<file path="src/hw/rtl/srect_pkg.sv">
// Package for the segment-rectangle intersection core: widths, stage payload
// types, configuration register indexes and small arithmetic helpers.
// No dependencies; every other file of the block imports it.
package srect_pkg;

  localparam int COORD_BITS   = 16;
  localparam int DIFF_W       = COORD_BITS + 1;
  localparam int PROD_W       = 2 * DIFF_W;
  localparam int SUM_W        = PROD_W + 1;
  localparam int CFG_IDX_BITS = 3;

  typedef logic signed [COORD_BITS-1:0] coord_t;
  typedef logic signed [DIFF_W-1:0]     diff_t;
  typedef logic signed [PROD_W-1:0]     prod_t;
  typedef logic signed [SUM_W-1:0]      sum_t;

  // Configuration register indexes.
  typedef enum logic [CFG_IDX_BITS-1:0] {
    REG_X_LOW  = CFG_IDX_BITS'(0),
    REG_X_HIGH = CFG_IDX_BITS'(1),
    REG_Y_LOW  = CFG_IDX_BITS'(2),
    REG_Y_HIGH = CFG_IDX_BITS'(3)
  } cfg_reg_t;

  typedef struct packed {
    coord_t x_low;
    coord_t x_high;
    coord_t y_low;
    coord_t y_high;
  } rect_t;

  // Stage 1: coordinate differences and the early decision.
  typedef struct packed {
    diff_t abx;
    diff_t aby;
    diff_t cdx;
    diff_t cdy;
    diff_t acx;
    diff_t acy1;
    diff_t acy2;
    logic  early_done;
    logic  early_hit;
  } s1_t;

  // Stage 2: all distinct products of both diagonal tests.
  typedef struct packed {
    prod_t abx_cdy;
    prod_t aby_cdx;
    prod_t acy1_cdx;
    prod_t acx_cdy;
    prod_t acy1_abx;
    prod_t acx_aby;
    prod_t acy2_cdx;
    prod_t acy2_abx;
    logic  early_done;
    logic  early_hit;
  } s2_t;

  // Stage 3: denominators and numerators of both diagonal tests.
  typedef struct packed {
    sum_t den1;
    sum_t nl1;
    sum_t nm1;
    sum_t den2;
    sum_t nl2;
    sum_t nm2;
    logic early_done;
    logic early_hit;
  } s3_t;

  // Sign-extend a coordinate by one bit so that a difference cannot wrap.
  function automatic diff_t sx(input coord_t a);
    return {a[COORD_BITS-1], a};
  endfunction

  // Sign-extend a product by one bit so that a sum cannot wrap.
  function automatic sum_t px(input prod_t a);
    return {a[PROD_W-1], a};
  endfunction

  // Exact test of num/den within [0,1]; a zero denominator counts as a hit.
  function automatic logic in_unit(input sum_t num, input sum_t den);
    logic r;
    if (den == '0) begin
      r = 1'b1;
    end else if (den > 0) begin
      r = (num >= 0) && (num <= den);
    end else begin
      r = (num <= 0) && (num >= den);
    end
    return r;
  endfunction

endpackage

</file>
<file path="src/hw/rtl/srect_front.sv">
// First pipeline stage: edge rejection, endpoint inclusion and the
// coordinate differences of both diagonal tests. Depends on srect_pkg.
module srect_front import srect_pkg::*; (
  input  logic   clk,
  input  logic   load,
  input  rect_t  rect,
  input  coord_t x1,
  input  coord_t y1,
  input  coord_t x2,
  input  coord_t y2,
  output s1_t    s1_r
);

  s1_t  s1_nxt;
  logic rejected;
  logic inside1;
  logic inside2;

  // Both endpoints beyond the same edge is an immediate miss.
  always_comb begin
    rejected = (x1 < rect.x_low  && x2 < rect.x_low)  ||
               (x1 > rect.x_high && x2 > rect.x_high) ||
               (y1 < rect.y_low  && y2 < rect.y_low)  ||
               (y1 > rect.y_high && y2 > rect.y_high);
    inside1  = x1 >= rect.x_low && x1 <= rect.x_high &&
               y1 >= rect.y_low && y1 <= rect.y_high;
    inside2  = x2 >= rect.x_low && x2 <= rect.x_high &&
               y2 >= rect.y_low && y2 <= rect.y_high;
  end

  // Differences for the segment and the two diagonals.
  always_comb begin
    s1_nxt.abx        = sx(x2) - sx(x1);
    s1_nxt.aby        = sx(y2) - sx(y1);
    s1_nxt.cdx        = sx(rect.x_high) - sx(rect.x_low);
    s1_nxt.cdy        = sx(rect.y_high) - sx(rect.y_low);
    s1_nxt.acx        = sx(x1) - sx(rect.x_low);
    s1_nxt.acy1       = sx(y1) - sx(rect.y_low);
    s1_nxt.acy2       = sx(y1) - sx(rect.y_high);
    s1_nxt.early_done = rejected || inside1 || inside2;
    s1_nxt.early_hit  = !rejected && (inside1 || inside2);
  end

  always_ff @(posedge clk) begin
    if (load) begin
      s1_r <= s1_nxt;
    end
  end

endmodule

</file>
<file path="config.mk">
export PLATFORM = sky130hd
export DESIGN_NAME = srect_front
export DESIGN_NICKNAME = d
export VERILOG_FILES = /design/src/hw/rtl/srect_pkg.sv /design/src/hw/rtl/srect_front.sv
export SDC_FILE = /design/constraint.sdc
export NUM_CORES = 1
export LEC_CHECK = 0
export BUFFER_PORTS_ARGS = -buffer_cell sky130_fd_sc_hd__buf_4
export CAP_MARGIN = 20
export CORE_MARGIN = 2
export CORE_UTILIZATION = 50
export DETAILED_ROUTE_END_ITERATION = 6
export GPL_TIMING_DRIVEN = 0
export PLACE_DENSITY = 0.78
export SLEW_MARGIN = 20
export SYNTH_ARGS = -nofsm -noshare
export SYNTH_HDL_FRONTEND = slang
export SYNTH_SLANG_ARGS = --single-unit
export TNS_END_PERCENT = 5
</file>
<file path="constraint.sdc">
create_clock -name clk -period 2.3 [get_ports clk]
set_input_delay 0.23 -clock clk [delete_from_list [all_inputs] [get_ports clk]]
set_output_delay 0.23 -clock clk [all_outputs]
set_load 0.01 [all_outputs]
</file>
==> out/qor.yml, run 1 <==
power.switching_uw: 2757
grt_util_all_layers_pct: 26.52
ant_nets: 0
timing.setup.tns_ns: 0
ys_top_cells_by_area: "sky130_fd_sc_hd__edfxtp_1 34%, sky130_fd_sc_hd__ha_1 23%, sky130_fd_sc_hd__a21oi_1 5.0%, sky130_fd_sc_hd__xnor2_1 4.9%, sky130_fd_sc_hd__inv_1 4.9%"
initial_core_util_pct: 51.19
io_buffers: 250
post-cts-setup-buffers: 0
max_slew_violation_count: 0
fill_cells: 1709
timing.critical_path.cells: "buf_4, inv_1, ha_1, fa_1, nor2b_1, o21a_1, o21ai_0, a21oi_2, o211a_1, o21a_1, o21ai_0, a31o_2"
synth-edff-count: 121
hold_path_end: "s1_r[87]"
detailroute.via_count: 9499
synth.ff_latch_count: 121
finalSetupViolCount: 0
placeableCoreArea_sq_um: 21090
firstDrtPassIters: 7
viasPerCell: 5.722
power_report.internal_total_uw: 5853
floorplan.die_area_sq_um: 22780
relSlewSlack_pct: 53.03
switching_share_pct: 32.02
num_io_pins: 251
failed_checks: "DRC"
largest_register: "s1_r"
startpoint_of_the_worst_setup_timing_path: "rect[0]"
drc_errors: 1
cpMaxStageDelayCell: "sky130_fd_sc_hd__fa_1"
first_iter_violations: 591
synthDominantAreaCellType: "sky130_fd_sc_hd__edfxtp_1"
routedWlPerCell_microns: 18.18
largest_register_ff_count: 121
synth_cells: 1102
cp-start-kind: "primary input"
grt_pass1_vias: 9526
crit_fanout: 3
cellPowerDensity_nw_per_um2: 628.0
global_route.overflow_total: 0
timing_worst_setup_path_type: "in2reg"
die_y_microns: 150.9
worstHoldPathType: "in2reg"
cts_tree: "built"
routabilityCongestion: 0.9164
tightestPinTransition_ns: 0.6985
clk_root_buffer_cell: "sky130_fd_sc_hd__clkbuf_16"
leakagePower_uw: 0.006542
setup.worst_path.end_class: "flip-flop"
dominantRegCellSynth: "sky130_fd_sc_hd__edfxtp_1"
die_w_microns: 150.9
holdBufCountCts: 0
area.growth.synth_to_final_pct: 27.02
cp_data_required_time_ns: 2.49
clkSlewWorstSetupHoldPaths_ns: 0.07
wl_mm: 30.17
holdWs_ns: 0.1979
max_cap_violations: 0
power_frac_seq_pct: 34.7
fmaxAchievable_mhz: 440.9
finish.utilization_pct: 65.02
post_syn_nets: 1434
share_comb_of_total_power_pct: 33.9
power.total_uw: 8610
syn_area_per_cell_sq_um: 9.795
largest_net_degree_at_the_start_of_global_routing: 86
n_antenna_cell: 0
drive_above_1_share_pct: 22.31
seq_area_frac_synth_pct: 33.66
report.final.hold_viol_count: 0
dp_worst_setup_slack_ns: -0.4816
grt_pass1_wl_mm: 46.22
layout.nets: 1704
layout_worst_path_cycle_share_pct: 98.60
post_route_worst_setup_slack_ns: 0.03212
yosys_warnings: 0
clock_tree.htree_level_count: 4
clock_power_share_pct: 31.4
place.detailed.hpwl_mm: 24.70
cts_buf_count: 17
max-vdd-ir-drop_mv: 0.5142
floorplan.rows: 53
run_status: "finished with violations"
worst_hold_startpoint: "y1[0]"
reg_top3: "s1_r (121)"
cts_buffer_depth: 2
mappedNetlistArea_sq_um: 10790
post-route-min-period_ns: 2.268
synth_top_cell_area_share_pct: 33.66
fraction_of_registers_with_async_set_or_reset_after_synthesis_pct: 0
whs_path_depth: 3
clock_sink_count: 121
cp.arrival_ns: 2.46
antenna_found_initial: 0
synth.lib_cells_used.distinct: 65
unrepaired_setup_endpoints_after_global_routing: "true"
critical_path.max_stage_delay_ns: 0.45
-- synth_stat cells, drive strengths merged, types with 2 or more instances --
library cell / count
a2111oi: 5
a211o: 7
a211oi: 7
a21boi: 6
a21o: 46
a21oi: 108
a221o: 3
a221oi: 2
a2bb2oi: 4
a31o: 6
a31oi: 6
and3: 10
edfxtp: 121
fa: 7
ha: 195
inv: 141
mux2i: 5
nand2: 45
nand2b: 11
nand3: 24
nand4: 16
nor2: 51
nor2b: 26
nor3: 19
nor4: 4
o2111a: 2
o2111ai: 4
o211ai: 7
o21a: 18
o21ai: 52
o21bai: 17
o221ai: 2
o311a: 2
o311ai: 2
o31a: 7
o31ai: 9
o41a: 3
or2: 3
or3: 6
xnor2: 61
xor2: 18
-- layout by cell type (no fill, tap or decap), drive strengths merged, types with 18 or more instances in the layout --
master / synthesis / final
nor3: 19 / 19
o21ai: 52 / 52
xor2: 18 / 18
o21a: 18 / 18
edfxtp: 121 / 121
nor2b: 26 / 26
ha: 195 / 195
xnor2: 61 / 61
a21oi: 108 / 108
buf: 0 / 251
clkbuf: 1 / 18
nand2: 45 / 45
nand3: 24 / 24
a21o: 46 / 46
inv: 141 / 142
nor2: 51 / 51
-- power by group through the flow --
stage	clock network [uW]	registers, uW	logic (uW)
finish	2700	2990	2920
global route	2810	3020	3200
CTS	2720	2990	2890
detailed placement	0	3030	2860
global placement	0	3030	2790
floorplan	0	3200	1490
-- how the worst max path moves through the flow --
stage / to / slack (ns) / cells after the start
2_1_floorplan: s1_r[1] / 0.02 / 9
3_3_place_gp: s1_r[1] / -0.48 / 10
3_5_place_dp: s1_r[69] / -0.48 / 12
4_1_cts: s1_r[1] / 0.007 / 10
5_1_grt: s1_r[51] / -0.10 / 11
6_report: s1_r[69] / 0.03 / 12
-- routing by layer --
| metal | vias up | wire [microns] | track usage [%] |
|---|---|---|---|
| met3 | 67 | 2347 | 5.361 |
| met1 | 4413 | 11960 | 30.86 |
| met5 | - | 0 | 0 |
| met4 | 0 | 1042 | 11.21 |
| met2 | 365 | 14820 | 47.43 |
| li1 | 4654 | - | - |
-- metrics by stage --
step                area, sq um  std cells
detailed placement        13050       1628
floorplan                 10790       1102
CTS                       13650       1660
finish                    13710       1660
global route              13710       1660
global placement          13020       1627
-- cell type report --
type / count / area, sq um / share of cell area (%)
Clock inverter: 15 / 153.9 / 1.122
Timing Repair Buffer: 251 / 1908 / 13.92
Buffer: 1 / 3.754 / 0.02738
Inverter: 141 / 529.3 / 3.860
Multi-Input combinational cell: 839 / 6713 / 48.96
Tap cell: 275 / 344.1 / 2.510
Clock buffer: 17 / 425.4 / 3.103
Sequential cell: 121 / 3633 / 26.50
-- kinds of logic after synthesis --
logic type | synth area share (%)
AOI/OAI and AO/OA | 20.28
xor gates and xnor gates | 6.410
adders and majority gates | 23.90
buffers and inverters | 4.938
DFF | 33.66
muxes | 0.5680
and+or+nand+nor | 10.24
-- critical path: cells and delay by family --
kind | cells | cell delay, ns
AOI/OAI and AO/OA | 7 | 1.27
adders and majority gates | 2 | 0.68
and+or+nand+nor | 1 | 0.14
buffers and inverters | 2 | 0.16
-- timing repair --
action / in CTS / in global routing
pin swaps: 0 / 2
resized for setup: 4 / 16
cloned: 0 / 0
setup endpoints to repair: 3 / 12
(Power assumes the default switching activity.)
==> run 2: changes to the inputs <==
--- a/config.mk
+++ b/config.mk
@@ -5,13 +5,14 @@
 export SDC_FILE = /design/constraint.sdc
 export NUM_CORES = 1
 export LEC_CHECK = 0
+export ABC_AREA = 1
 export BUFFER_PORTS_ARGS = -buffer_cell sky130_fd_sc_hd__buf_4
 export CAP_MARGIN = 20
 export CORE_MARGIN = 2
-export CORE_UTILIZATION = 50
+export CORE_UTILIZATION = 51
 export DETAILED_ROUTE_END_ITERATION = 6
 export GPL_TIMING_DRIVEN = 0
-export PLACE_DENSITY = 0.78
+export PLACE_DENSITY = 0.79
 export SLEW_MARGIN = 20
 export SYNTH_ARGS = -nofsm -noshare
 export SYNTH_HDL_FRONTEND = slang
==> out/qor.yml, run 2 <==
unrepaired_setup_endpoints_after_global_routing: "false"
clock_power_share_pct: 31.9  # +0.5 points
seq_area_frac_synth_pct: 32.85  # -0.81 points
grt_util_all_layers_pct: 26.59  # +0.071 points
clkSlewWorstSetupHoldPaths_ns: 0.06  # about the same
layout_common_cells: "262 x sky130_fd_sc_hd__nand2_1, 249 x sky130_fd_sc_hd__buf_4, 216 x sky130_fd_sc_hd__inv_1"
ant_nets: 0  # unchanged
cts_buf_count: 17  # unchanged
floorplan.rows: 53  # unchanged
routedWlPerCell_microns: 16.28  # -10%
routabilityCongestion: 0.9368  # +2.2%
cellPowerDensity_nw_per_um2: 630.0  # +0.31%
run_status: "complete, no violations"
post_synth_most_frequent_cells: "262 x sky130_fd_sc_hd__nand2_1, 216 x sky130_fd_sc_hd__inv_1, 195 x sky130_fd_sc_hd__ha_1"
area.growth.synth_to_final_pct: 25.80
dpl_cell_area_sq_um: 13310  # +2.0%
power_frac_seq_pct: 34.5  # -0.2 points
drc_errors: 0  # -1
post_syn_nets: 1636  # +14%
placeableCoreArea_sq_um: 21150  # +0.31%
yosys_warnings: 0  # unchanged
synth_most_common_cell: "sky130_fd_sc_hd__nand2_1"
wl_mm: 30.32  # +0.48%
fill_cells: 1747  # +2.2%
clock_sink_count: 121  # unchanged
grt_pass1_wl_mm: 46.83  # +1.3%
firstDrtPassIters: 5  # -2
antenna_found_initial: 0  # unchanged
post_route_worst_setup_slack_ns: 0.3732  # +0.3411 ns
cp-start-kind: "primary input"
hold_path_end: "s1_r[104]"
power.switching_uw: 2852  # +3.4%
cts_tree: "built"
layout.nets: 1906  # +12%
grt_pass1_vias: 9983  # +4.8%
largest_register_ff_count: 121  # unchanged
relSlewSlack_pct: 63.54  # +11 points
dominantRegCellSynth: "sky130_fd_sc_hd__edfxtp_1"
leakagePower_uw: 0.007213  # +10%
post-cts-setup-buffers: 0  # unchanged
floorplan.die_area_sq_um: 22880  # +0.44%
setup.worst_path.end_class: "flip-flop"
cts_buffer_depth: 2  # unchanged
die_w_microns: 151.3  # +0.22%
cp.arrival_ns: 2.10  # -0.36 ns
post-route-min-period_ns: 1.927  # -0.3411 ns
seq_area_sq_um: 3633  # unchanged
finalSetupViolCount: 0  # unchanged
largest_register: "s1_r"
tightestPinTransition_ns: 0.5412  # -0.1573 ns
clock_tree.htree_level_count: 4  # unchanged
ys_top_cells_by_area: "sky130_fd_sc_hd__edfxtp_1 33%, sky130_fd_sc_hd__ha_1 22%, sky130_fd_sc_hd__nand2_1 8.9%, sky130_fd_sc_hd__inv_1 7.3%, sky130_fd_sc_hd__a21oi_1 5.5%"
die_y_microns: 151.3  # +0.22%
detailroute.via_count: 9916  # +4.4%
layout_worst_path_cycle_share_pct: 83.77  # -15 points
clk_root_buffer_cell: "sky130_fd_sc_hd__clkbuf_16"
initial_core_util_pct: 52.29  # +1.1 points
post_cts_gate_resize_count: 0  # -4
share_comb_of_total_power_pct: 33.7  # -0.2 points
worstHoldPathType: "in2reg"
final_cell_area_sq_um: 13910  # +1.5%
first_iter_violations: 476  # -19%
n_antenna_cell: 0  # unchanged
synth_top_cell_area_share_pct: 32.85  # -0.81 points
dp_worst_setup_slack_ns: -0.06293  # +0.4187 ns
switching_share_pct: 32.53  # +0.51 points
place.detailed.hpwl_mm: 25.13  # +1.7%
max-vdd-ir-drop_mv: 0.5323  # +3.5%
global_route.overflow_total: 0  # unchanged
layout_commonest_cell: "sky130_fd_sc_hd__nand2_1"
fmaxAchievable_mhz: 519.0  # +18%
synth_cells: 1304  # +18%
crit_fanout: 3  # unchanged
mappedNetlistArea_sq_um: 11060  # +2.5%
finish.utilization_pct: 65.78  # +0.76 points
timing_worst_setup_path_type: "in2reg"
io_buffers: 250  # unchanged
whs_path_depth: 3  # unchanged
cp_data_required_time_ns: 2.48  # about the same
max_cap_violations: 0  # unchanged
viasPerCell: 5.325  # -6.9%
fraction_of_registers_with_async_set_or_reset_after_synthesis_pct: 0  # unchanged
num_io_pins: 251  # unchanged
reg_top3: "s1_r (121)"
worst_hold_startpoint: "x1[0]"
synth.ff_latch_count: 121  # unchanged
power_report.internal_total_uw: 5914  # +1.0%
holdBufCountCts: 0  # unchanged
timing.setup.tns_ns: 0  # unchanged
syn_area_per_cell_sq_um: 8.482  # -13%
max_slew_violation_count: 0  # unchanged
synth-edff-count: 121  # unchanged
synth.lib_cells_used.distinct: 37  # -43%
largest_net_degree_at_the_start_of_global_routing: 71  # -17%
synthDominantAreaCellType: "sky130_fd_sc_hd__edfxtp_1"
report.final.hold_viol_count: 0  # unchanged
drive_above_1_share_pct: 20.23  # -2.1 points
multi_input_comb_area_sq_um: 6604  # -1.6%
## run 2: changes by cell type in the layout (fill, tap and decap cells not counted), moves of 29 or more
cell	delta
sky130_fd_sc_hd__nand2_1	+217
sky130_fd_sc_hd__inv_1	+76
sky130_fd_sc_hd__xor2_1	+51
sky130_fd_sc_hd__nand3_1	+33
sky130_fd_sc_hd__a21o_1	-30
sky130_fd_sc_hd__xnor2_1	-29
## run 2: through the flow
step                      std cells  hold WS (ns)  power [uW]
after floorplan                1304        0.3425        4749
after global placement         1829        0.6367        5926
after detailed placement       1830        0.6381        6000
after CTS                      1862        0.1865        8803
after global routing           1862        0.1969        9236
final                          1862        0.1934        8766
## run 2: final cells by class
cell class                      instances  area share [%]
Inverter                              218           5.881
Clock buffer                           18           3.084
Tap cell                              275           2.473
Buffer                                  1         0.03597
Timing Repair Buffer                  251           13.71
Multi-Input combinational cell        964           47.46
Clock inverter                         14           1.241
Sequential cell                       121           26.11
## run 2: how the worst max path moves through the flow
stage                        start         to  slack, ns  depth (start not counted)
after floorplan              y2[0]   s1_r[99]       0.34                         12
after global placement    rect[32]   s1_r[82]      -0.01                         13
after detailed placement     x2[0]  s1_r[120]      -0.06                         10
after CTS                    x2[0]  s1_r[120]       0.40                         10
after global routing      rect[32]   s1_r[82]       0.19                         13
final                        x2[0]  s1_r[120]       0.37                         10
## run 2: power by group through the flow
stage | Combinational (uW) | Clock (uW) | Sequential (uW)
after floorplan | 1510 | 0 | 3240
after global placement | 2860 | 0 | 3070
after detailed placement | 2930 | 0 | 3070
after CTS | 2950 | 2830 | 3030
after global routing | 3280 | 2910 | 3050
final | 2950 | 2790 | 3020
## run 2: critical path, cell delays in order
cell,delay [ns]
sky130_fd_sc_hd__buf_4,0.08
sky130_fd_sc_hd__inv_1,0.08
sky130_fd_sc_hd__ha_1,0.24
sky130_fd_sc_hd__fa_1,0.43
sky130_fd_sc_hd__o21ai_2,0.21
sky130_fd_sc_hd__a21oi_2,0.11
sky130_fd_sc_hd__o21ai_0,0.47
sky130_fd_sc_hd__nand2_1,0.09
sky130_fd_sc_hd__nand3_1,0.08
sky130_fd_sc_hd__o21ai_0,0.09
## run 2: routing by layer
| layer | global-route usage, % | share of wire [%] | vias up |
|---|---|---|---|
| li1 | - | - | 4958 |
| met1 | 29.35 | 38 | 4540 |
| met2 | 49.86 | 51 | 355 |
| met3 | 5.211 | 8.1 | 63 |
| met4 | 10.42 | 3.2 | 0 |
| met5 | 0 | 0 | - |
## run 2: logic make-up after synthesis
| kind of cell | Yosys count | synth area share (%) |
|---|---|---|
| flip-flops | 121 | 32.85 |
| AND/OR/NAND/NOR | 437 | 16.73 |
| adder cells (fa/ha/maj) | 202 | 23.33 |
| buffers and inverters | 219 | 7.443 |
| XOR/XNOR | 101 | 7.998 |
| AO/OA/AOI/OAI | 224 | 11.65 |
==> run 3: changes to the inputs <==
--- a/config.mk
+++ b/config.mk
@@ -5,14 +5,14 @@
 export SDC_FILE = /design/constraint.sdc
 export NUM_CORES = 1
 export LEC_CHECK = 0
-export ABC_AREA = 1
+export ABC_AREA = 0
 export BUFFER_PORTS_ARGS = -buffer_cell sky130_fd_sc_hd__buf_4
 export CAP_MARGIN = 20
 export CORE_MARGIN = 2
-export CORE_UTILIZATION = 51
+export CORE_UTILIZATION = 50
 export DETAILED_ROUTE_END_ITERATION = 6
 export GPL_TIMING_DRIVEN = 0
-export PLACE_DENSITY = 0.79
+export PLACE_DENSITY = 0.78
 export SLEW_MARGIN = 20
 export SYNTH_ARGS = -nofsm -noshare
 export SYNTH_HDL_FRONTEND = slang
==> constraint.sdc (replaced) <==
create_clock -name clk -period 1.7 [get_ports clk]
set_input_delay 0.17 -clock clk [delete_from_list [all_inputs] [get_ports clk]]
set_output_delay 0.17 -clock clk [all_outputs]
set_load 0.01 [all_outputs]
==> out/qor.yml, run 3 (same netlist as run 1, synthesis figures left out) <==
setup.worst_path.end_class: "flip-flop"
antenna_found_initial: 0  # unchanged
grt_pass1_vias: 9773  # -2.1%
timing_worst_setup_path_type: "in2reg"
worst_hold_startpoint: "rect[16]"
cp-start-kind: "primary input"
dpl_cell_area_sq_um: 13320  # about the same
drive_above_1_share_pct: 32.72  # +12 points
whs_path_depth: 3  # unchanged
layout_commonest_cell: "sky130_fd_sc_hd__buf_4"
placeableCoreArea_sq_um: 21090  # -0.31%
reg_top3: "s1_r (121)"
layout_worst_path_cycle_share_pct: 120.3
grt_pass1_wl_mm: 49.34  # +5.3%
cellPowerDensity_nw_per_um2: 826.3  # +31%
drc_errors: 0  # unchanged
cts_tree: "built"
clock_tree.htree_level_count: 4  # unchanged
firstDrtPassIters: 5  # unchanged
leakagePower_uw: 0.006706  # -7.0%
report.final.hold_viol_count: 0  # unchanged
die_y_microns: 150.9  # -0.22%
finalSetupViolCount: 38  # +38
fmaxAchievable_mhz: 488.8
viasPerCell: 5.859  # +10%
largest_register_ff_count: 121  # unchanged
routedWlPerCell_microns: 19.60  # +20%
global_route.overflow_total: 0  # unchanged
crit_fanout: 3  # unchanged
clk_root_buffer_cell: "sky130_fd_sc_hd__clkbuf_16"
final_cell_area_sq_um: 14800  # +6.3%
max-vdd-ir-drop_mv: 0.7227  # +36%
ant_nets: 0  # unchanged
first_iter_violations: 510  # +7.1%
clock_sink_count: 121  # unchanged
power.total_uw: 12230  # +39%
n_antenna_cell: 0  # unchanged
floorplan.die_area_sq_um: 22780  # -0.44%
post-route-min-period_ns: 2.046
die_w_microns: 150.9  # -0.22%
largest_register: "s1_r"
cp_data_required_time_ns: 1.86  # -0.62 ns
initial_core_util_pct: 51.19  # -1.1 points
wl_mm: 33.00  # +8.9%
cts_buf_count: 17  # unchanged
post_route_worst_setup_slack_ns: -0.3458  # -0.7190 ns
max_cap_violations: 0  # unchanged
clkSlewWorstSetupHoldPaths_ns: 0.07  # about the same
cts_buffer_depth: 2  # unchanged
largest_net_degree_at_the_start_of_global_routing: 80  # +13%
max_slew_violation_count: 0  # unchanged
layout.nets: 1728  # -9.3%
grt_util_all_layers_pct: 28.21  # +1.6 points
run_status: "finished with violations"
cp.arrival_ns: 2.21  # +0.11 ns
place.detailed.hpwl_mm: 25.74  # +2.4%
layout_common_cells: "264 x sky130_fd_sc_hd__buf_4, 159 x sky130_fd_sc_hd__ha_1, 121 x sky130_fd_sc_hd__edfxtp_1"
area.growth.synth_to_final_pct: 37.07
hold_path_end: "s1_r[53]"
relSlewSlack_pct: 54.01  # -9.5 points
failed_checks: "setup timing"
detailroute.via_count: 9866  # -0.50%
worstHoldPathType: "in2reg"
unrepaired_setup_endpoints_after_global_routing: "true"
io_buffers: 250  # unchanged
routabilityCongestion: 0.9447  # +0.84%
tightestPinTransition_ns: 0.6840  # +0.1428 ns
floorplan.rows: 53  # unchanged
num_io_pins: 251  # unchanged
## run 3: cell types whose count changed in the layout (fill, tap and decap cells not counted), sizes merged, moves of 25 or more
cell / delta
nor2b: +26
xor2: -51
nand2: -226
nand3: -36
a21o: +31
xnor2: +29
buf: +25
inv: -80
## run 3: area by class of cell
type | count | area (sq um)
Clock buffer | 19 | 432.9
Clock inverter | 13 | 152.6
Fill cell | 1593 | 6292
Inverter | 141 | 595.6
Multi-Input combinational cell | 839 | 7466
Sequential cell | 121 | 3633
Tap cell | 275 | 344.1
Timing Repair Buffer | 276 | 2171
## run 3: routing by layer
| metal | GRT usage [%] | wire [microns] | share of wire, % |
|---|---|---|---|
| met5 | 0 | 0 | 0 |
| met4 | 11.12 | 986 | 3.0 |
| met3 | 5.934 | 2610 | 7.9 |
| met2 | 47.86 | 15620 | 47 |
| met1 | 35.16 | 13780 | 42 |
## run 3: report_power, final
part | switching, uW | internal (uW)
Sequential | 138 | 3900
Combinational | 2350 | 2140
Clock | 1400 | 2290
Total | 3890 | 8340
## run 3: worst max path at each step
stage	cells past startpoint	from	end	slack [ns]
2_1_floorplan	10	rect[1]	s1_r[1]	-0.50
3_3_place_gp	11	rect[49]	s1_r[85]	-1.01
3_5_place_dp	11	rect[49]	s1_r[85]	-1.08
4_1_cts	11	rect[1]	s1_r[1]	-0.30
5_1_grt	11	rect[49]	s1_r[1]	-0.46
6_report	11	rect[49]	s1_r[1]	-0.35
## run 3: stage by stage
step | cells | utilization [%] | hold slack, ns | setup slack, ns | TNS, ns
after global routing | 1684 | 70.16 | 0.1363 | -0.4579 | -8.677
final | 1684 | 70.16 | 0.1370 | -0.3458 | -6.122
after floorplan | 1102 | - | 0.2825 | -0.4995 | -15.21
after CTS | 1682 | 68.83 | 0.1246 | -0.3048 | -6.459
after detailed placement | 1628 | 63.18 | 0.5792 | -1.084 | -48.07
after global placement | 1627 | 63.04 | 0.5766 | -1.011 | -52.28
## run 3: critical path, stage by stage
cell and delay [ns]:
sky130_fd_sc_hd__buf_12 0.12, sky130_fd_sc_hd__inv_16 0.05, sky130_fd_sc_hd__ha_4 0.18, sky130_fd_sc_hd__nor2b_1 0.13, sky130_fd_sc_hd__o211ai_1 0.32, sky130_fd_sc_hd__a211oi_4 0.12
sky130_fd_sc_hd__a2111oi_4 0.36, sky130_fd_sc_hd__mux2i_2 0.31, sky130_fd_sc_hd__a211oi_2 0.11, sky130_fd_sc_hd__a32oi_2 0.25, sky130_fd_sc_hd__nand2b_1 0.08
## run 3: repair_timing
| item | in CTS | in global routing |
|---|---|---|
| hold buffers | 0 | 0 |
| pin swaps | 56 | 30 |
| endpoints found under the setup margin | 54 | 53 |
| buffers inserted | 23 | 2 |
| resized for setup | 109 | 56 |
